**src/sv/lsd_pkg.sv**
```systemverilog
// Shared constants, codes and controller/datapath interface types for the deframer.
`timescale 1ns / 1ps

package lsd_pkg;

	localparam int CHUNK_BYTES = 65536;
	localparam int ADDR_W      = $clog2(CHUNK_BYTES);
	localparam int LEN_W       = $clog2(CHUNK_BYTES + 1);
	localparam int SYNC_LEN    = 32;
	localparam int LEN_BYTES   = 4;

	// request codes
	localparam logic [1:0] REQ_BEGIN  = 2'd0;
	localparam logic [1:0] REQ_APPEND = 2'd1;
	localparam logic [1:0] REQ_FETCH  = 2'd2;

	// result status codes
	localparam logic [1:0] STS_FOUND = 2'd0;
	localparam logic [1:0] STS_OK    = 2'd1;
	localparam logic [1:0] STS_FAIL  = 2'd2;
	localparam logic [1:0] STS_OVF   = 2'd3;

	// chunk state codes
	localparam logic [1:0] CST_RUN  = 2'd0;
	localparam logic [1:0] CST_OK   = 2'd1;
	localparam logic [1:0] CST_FAIL = 2'd2;

	// read address select
	localparam logic [1:0] RSEL_LEN  = 2'd0;
	localparam logic [1:0] RSEL_SYN  = 2'd1;
	localparam logic [1:0] RSEL_SRCH = 2'd2;

	localparam logic [7:0] SYNC_WORD [SYNC_LEN] = '{
		8'h1F, 8'hF7, 8'hF7, 8'h7E, 8'hBE, 8'hA6, 8'h5E, 8'h9E,
		8'h37, 8'hA6, 8'hF6, 8'h2E, 8'hFE, 8'hAE, 8'h47, 8'hA7,
		8'hB7, 8'h6E, 8'hBF, 8'hAF, 8'h16, 8'h9E, 8'h9F, 8'h37,
		8'hF6, 8'h57, 8'hF7, 8'h66, 8'hA7, 8'h06, 8'hAF, 8'hF7
	};

	typedef struct packed {
		logic       clr_chunk;
		logic       wr_byte;
		logic       k_clr;
		logic       k_inc;
		logic       ld_dlen;
		logic       ld_base;
		logic       rp_frame;
		logic       rp_sync;
		logic       at_ld;
		logic       at_inc;
		logic [1:0] rsel;
		logic       emit;
		logic [1:0] emit_status;
		logic       set_cst;
		logic [1:0] cst_val;
	} lsd_cmd_t;

	typedef struct packed {
		logic       len_full;
		logic       rp_at_end;
		logic       rest_lt4;
		logic       rest_lt32;
		logic       need_fail;
		logic       k_is3;
		logic       k_is31;
		logic       byte_match;
		logic       at_last;
		logic [1:0] cst;
	} lsd_sts_t;

endpackage

```
**src/sv/lsd_ctrl.sv**
```systemverilog
// Controller: sequences appends, frame attempts and the sync word search.
`timescale 1ns / 1ps

module lsd_ctrl (
	input  logic              clk,
	input  logic              arst_n,
	input  logic              start,
	input  logic [1:0]        req_type,
	input  lsd_pkg::lsd_sts_t sts,
	output lsd_pkg::lsd_cmd_t cmd,
	output logic              busy
);

	localparam logic [3:0] S_IDLE    = 4'd0;
	localparam logic [3:0] S_TRY     = 4'd1;
	localparam logic [3:0] S_LEN_RD  = 4'd2;
	localparam logic [3:0] S_LEN_WT  = 4'd3;
	localparam logic [3:0] S_CHK     = 4'd4;
	localparam logic [3:0] S_SYN_RD  = 4'd5;
	localparam logic [3:0] S_SYN_WT  = 4'd6;
	localparam logic [3:0] S_SRCH_RD = 4'd7;
	localparam logic [3:0] S_SRCH_WT = 4'd8;

	logic [3:0] state_q, state_d;
	logic       second_q, second_d;
	logic       attempt_fail;

	assign busy = state_q != S_IDLE;

	// next state and commands
	always_comb begin
		cmd          = '0;
		state_d      = state_q;
		second_d     = second_q;
		attempt_fail = 1'b0;
		unique case (state_q)
			S_IDLE: begin
				if (start) begin
					unique case (req_type)
						lsd_pkg::REQ_BEGIN: cmd.clr_chunk = 1'b1;
						lsd_pkg::REQ_APPEND: begin
							if (sts.len_full) begin
								cmd.emit        = 1'b1;
								cmd.emit_status = lsd_pkg::STS_OVF;
							end else begin
								cmd.wr_byte = 1'b1;
							end
						end
						lsd_pkg::REQ_FETCH: begin
							if (sts.cst == lsd_pkg::CST_OK) begin
								cmd.emit        = 1'b1;
								cmd.emit_status = lsd_pkg::STS_OK;
							end else if (sts.cst == lsd_pkg::CST_FAIL) begin
								cmd.emit        = 1'b1;
								cmd.emit_status = lsd_pkg::STS_FAIL;
							end else if (sts.rp_at_end) begin
								cmd.emit        = 1'b1;
								cmd.emit_status = lsd_pkg::STS_OK;
								cmd.set_cst     = 1'b1;
								cmd.cst_val     = lsd_pkg::CST_OK;
							end else begin
								second_d = 1'b0;
								state_d  = S_TRY;
							end
						end
						default: ;
					endcase
				end
			end
			S_TRY: begin
				if (sts.rest_lt4) begin
					attempt_fail = 1'b1;
				end else begin
					cmd.k_clr = 1'b1;
					state_d   = S_LEN_RD;
				end
			end
			S_LEN_RD: begin
				cmd.rsel = lsd_pkg::RSEL_LEN;
				state_d  = S_LEN_WT;
			end
			S_LEN_WT: begin
				cmd.ld_dlen = 1'b1;
				cmd.k_inc   = 1'b1;
				state_d     = sts.k_is3 ? S_CHK : S_LEN_RD;
			end
			S_CHK: begin
				if (sts.need_fail) begin
					attempt_fail = 1'b1;
				end else begin
					cmd.ld_base = 1'b1;
					cmd.k_clr   = 1'b1;
					state_d     = S_SYN_RD;
				end
			end
			S_SYN_RD: begin
				cmd.rsel = lsd_pkg::RSEL_SYN;
				state_d  = S_SYN_WT;
			end
			S_SYN_WT: begin
				if (!sts.byte_match) begin
					attempt_fail = 1'b1;
				end else if (sts.k_is31) begin
					cmd.emit        = 1'b1;
					cmd.emit_status = lsd_pkg::STS_FOUND;
					cmd.rp_frame    = 1'b1;
					state_d         = S_IDLE;
				end else begin
					cmd.k_inc = 1'b1;
					state_d   = S_SYN_RD;
				end
			end
			S_SRCH_RD: begin
				cmd.rsel = lsd_pkg::RSEL_SRCH;
				state_d  = S_SRCH_WT;
			end
			S_SRCH_WT: begin
				cmd.rsel = lsd_pkg::RSEL_SRCH;
				if (sts.byte_match) begin
					if (sts.k_is31) begin
						cmd.rp_sync = 1'b1;
						second_d    = 1'b1;
						state_d     = S_TRY;
					end else begin
						cmd.k_inc = 1'b1;
						state_d   = S_SRCH_RD;
					end
				end else if (sts.at_last) begin
					cmd.emit        = 1'b1;
					cmd.emit_status = lsd_pkg::STS_FAIL;
					cmd.set_cst     = 1'b1;
					cmd.cst_val     = lsd_pkg::CST_FAIL;
					state_d         = S_IDLE;
				end else begin
					cmd.at_inc = 1'b1;
					cmd.k_clr  = 1'b1;
					state_d    = S_SRCH_RD;
				end
			end
			default: state_d = S_IDLE;
		endcase

		// a failed frame attempt: search once, else the chunk fails
		if (attempt_fail) begin
			if (second_q || sts.rest_lt32) begin
				cmd.emit        = 1'b1;
				cmd.emit_status = lsd_pkg::STS_FAIL;
				cmd.set_cst     = 1'b1;
				cmd.cst_val     = lsd_pkg::CST_FAIL;
				state_d         = S_IDLE;
			end else begin
				cmd.at_ld = 1'b1;
				cmd.k_clr = 1'b1;
				state_d   = S_SRCH_RD;
			end
		end
	end

	always_ff @(posedge clk or negedge arst_n) begin
		if (!arst_n) begin
			state_q  <= S_IDLE;
			second_q <= 1'b0;
		end else begin
			state_q  <= state_d;
			second_q <= second_d;
		end
	end

`ifndef NO_ASSERTIONS
	a_emit_to_idle: assert property (@(posedge clk) disable iff (!arst_n)
		cmd.emit |=> state_q == S_IDLE) else $error("result without return to idle");
	a_one_cmd_src: assert property (@(posedge clk) disable iff (!arst_n)
		!(cmd.rp_frame && cmd.rp_sync)) else $error("two cursor updates at once");
	a_write_idle: assert property (@(posedge clk) disable iff (!arst_n)
		(cmd.wr_byte || cmd.clr_chunk) |-> state_q == S_IDLE)
		else $error("chunk update during a fetch");
`endif

endmodule
```
**config.mk**
```make
export PLATFORM = sky130hd
export DESIGN_NAME = lsd_ctrl
export DESIGN_NICKNAME = d
export VERILOG_FILES = /design/src/sv/lsd_pkg.sv /design/src/sv/lsd_ctrl.sv
export SDC_FILE = /design/constraint.sdc
export NUM_CORES = 1
export LEC_CHECK = 0
export BUFFER_PORTS_ARGS = -buffer_cell sky130_fd_sc_hd__buf_2
export CAP_MARGIN = 40
export CORE_MARGIN = 10
export CORE_UTILIZATION = 47
export DETAILED_ROUTE_END_ITERATION = 6
export GPL_ROUTABILITY_DRIVEN = 0
export PLACE_DENSITY = 0.95
export SLEW_MARGIN = 40
export SYNTH_ARGS = -nofsm -noshare
export SYNTH_HDL_FRONTEND = slang
export SYNTH_SLANG_ARGS = --single-unit
```
**constraint.sdc**
```tcl
create_clock -name clk -period 5.4 [get_ports clk]
set_clock_uncertainty 0.1 [all_clocks]
set_input_delay 0 -clock clk [delete_from_list [all_inputs] [get_ports clk]]
set_output_delay 0 -clock clk [all_outputs]
set_load 0.02 [all_outputs]
```
==> metrics.cfg <==
[timing]
setup_repair_after_global_routing_missed_its_margin=false
max_freq_mhz=435
timing_max_transition_violations_final=0
time_the_worst_path_needs_with_i_o_delays_and_setup_ns=2.30
final.setup.worst_slack_ns=3.10
fin_setup_tns_ns=0
hold_viol_final=0
slew_headroom=0.594
max_slew.worst_pin.slew_ns=0.603
setup_viol_count_final=0
final_min_period_over_clock_period=0.425

[synthesis]
synthFlopType=sky130_fd_sc_hd__dfrtp_1
fraction_of_registers_with_async_set_reset=1.00
post_synth_inst_count=98
synth_enable_flop_cells=0
largest_area_contributor_in_the_synthesized_netlist=sky130_fd_sc_hd__dfrtp_1
ys_types=37
synth_sequential_area_ratio=0.185
synthesis.area_per_instance_um2=6.89
yosys_register_bits=5
mappedNetlistArea_um2=676
postSynthNetCount=117
synth-warning-count=0
leading_post_synthesis_cells_by_cell_area=sky130_fd_sc_hd__dfrtp_1 19%, sky130_fd_sc_hd__ha_1 5.6%, sky130_fd_sc_hd__nand2_1 5.6%, sky130_fd_sc_hd__nor2_1 5.6%, sky130_fd_sc_hd__a21oi_1 4.4%
ys_top_cells_by_count=10 x sky130_fd_sc_hd__nand2_1, 10 x sky130_fd_sc_hd__nor2_1, 8 x sky130_fd_sc_hd__inv_1, 6 x sky130_fd_sc_hd__a21oi_1
synth_top_area_share=0.185

[drt]
detailedRoute.firstPassIterationCount=4
routed_via_density=5.66
drt_iter0_drc=25
drc=0
route.antenna.remaining_nets=0
routed_wirelength_um=2140
dr_total_vias=849
routedWlPerCell_um=14.3

[power_and_ir_drop]
share_clk_of_total_power=0.108
power.net_switching_uw=201
switching_share=0.528
internal_power_uw=180
power.sequential.fraction=0.260
power.static_leakage_uw=0.000491
pwr_density_cell_nw_per_um2=419
pwr-share-comb=0.632
irDropWorstVdd_mv=0.290

[floorplanning]
floorplan.rows=13
num_io_pins=35
die_height_um=57.9
dieWidth_um=57.9
start_util=0.507
core-area_um2=1330
die_area_um2=3350

[clock_network]
post_cts.repair.setup_buffers=0
cts_resized=0
clockBufferDepth=2
clock_sinks=5
cts.htree.levels=1
number_of_buffers_created_by_cts=3
clock_latency_ns=0.23
clk_transition_reported_paths_ns=0.04
clock_tree.root_cell=sky130_fd_sc_hd__clkbuf_4
tritoncts=yes
ctsHoldBuffers=4

[finish]
fin_util=0.682
syn2layout_area_growth_pct=34.6
fill_cells=109
final_nets=155
layout-drive-gt1-share=0.311
antenna_cells=0

[worst_setup_path]
critical_path_peak_fanout=12
critical_path.endpoint_type=primary output
timing.setup.critical_path_class=flip-flop to primary output
worst-endpoint-required_ns=5.30
crit_path_start_kind=flip-flop
regToRegSetupSlack_ns=3.38
arrival_ns=2.20

[global_routing]
maximum_number_of_pins_on_one_net_before_global_route_repair=18
grt_overflow=0
antenna_found_initial=0
grt_pass1_wl_um=3550
first_global_vias=796
track_usage=0.126

[placement]
port_buffers=34
dp_slack_ns=3.40
dpl.hpwl_um=1730

[job]
drv_cap=0

[outcome]
run_status=finished clean

[worst_hold_path]
min-delay-path-class=input port to flip-flop

==> path summary, 6_finish.rpt <==
kind	from	to	cells after the start
min in group asynchronous	arst_n	state_q[1]	3
hold / removal	start	second_q	4
setup reg to reg	state_q[0]	state_q[2]	4
setup / recovery	state_q[3]	cmd[5]	5
hold reg to reg	second_q	second_q	2
max in group asynchronous	arst_n	state_q[0]	4
==> kinds of logic after synthesis <==
group / after synthesis / synth area share
AO/OA/AOI/OAI: 25 / 0.246
AND/OR/NAND/NOR: 50 / 0.409
XOR/XNOR: 1 / 0.0130
flip-flops: 5 / 0.185
adder cells (fa/ha/maj): 4 / 0.0704
buffers and inverters: 13 / 0.0759
==> per-layer routing <==
| metal | GRT usage | vias to the layer above | share of wire |
|---|---|---|---|
| li1 | - | 428 | - |
| met1 | 0.140 | 384 | 0.39 |
| met2 | 0.224 | 35 | 0.53 |
| met3 | 0.0370 | 2 | 0.076 |
| met4 | 0.0403 | 0 | 0.0061 |
| met5 | 0 | - | 0 |
==> power by group through the flow <==
stage          sequential, uW  combinational [uW]  clock (uW)
2_1_floorplan            67.5                 201           0
3_3_place_gp             96.2                 230           0
3_5_place_dp             98.3                 238           0
4_1_cts                  97.8                 241        43.2
5_1_grt                   106                 265        44.8
6_report                 99.1                 241        41.2
==> cell type report <==
cell class | count | area (um^2) | share of cell area
Multi-Input combinational cell | 80 | 499 | 0.549
Timing Repair Buffer | 38 | 210 | 0.231
Sequential cell | 5 | 125 | 0.138
Inverter | 8 | 30.0 | 0.0330
Clock buffer | 4 | 26.3 | 0.0289
Tap cell | 15 | 18.8 | 0.0206
==> cell usage in the layout (no fill, tap or decap), drive strengths merged, types with 3 or more instances in the layout <==
master,count
inv,8
nand2b,4
nor2,10
dfrtp,5
dlygate4sd3,4
ha,3
o21ai,7
nor2b,3
buf,34
clkbuf,4
a21oi,6
nor4,3
nand2,10
nor3,5
==> through the flow <==
stage | instance area (um^2) | cells | hold slack (ns) | power, uW
final | 910 | 150 | 0.0184 | 381
after global routing | 910 | 150 | 0.0547 | 416
after CTS | 910 | 150 | 0.0125 | 382
after global placement | 843 | 142 | -0.281 | 326
after detailed placement | 843 | 142 | -0.281 | 336
after floorplan | 676 | 98 | -0.396 | 269
==> sequential cells by signal (all words and copies together), names as in the netlist <==
name      count
state_q       4
second_q      1
==> critical path, stage by stage (launching register included) <==
cell,delay [ns]
sky130_fd_sc_hd__dfrtp_1,0.55
sky130_fd_sc_hd__nand2b_1,0.32
sky130_fd_sc_hd__a211oi_1,0.13
sky130_fd_sc_hd__a211oi_1,0.42
sky130_fd_sc_hd__or3b_1,0.37
sky130_fd_sc_hd__buf_2,0.16
Power figures use the tool's default switching activity.
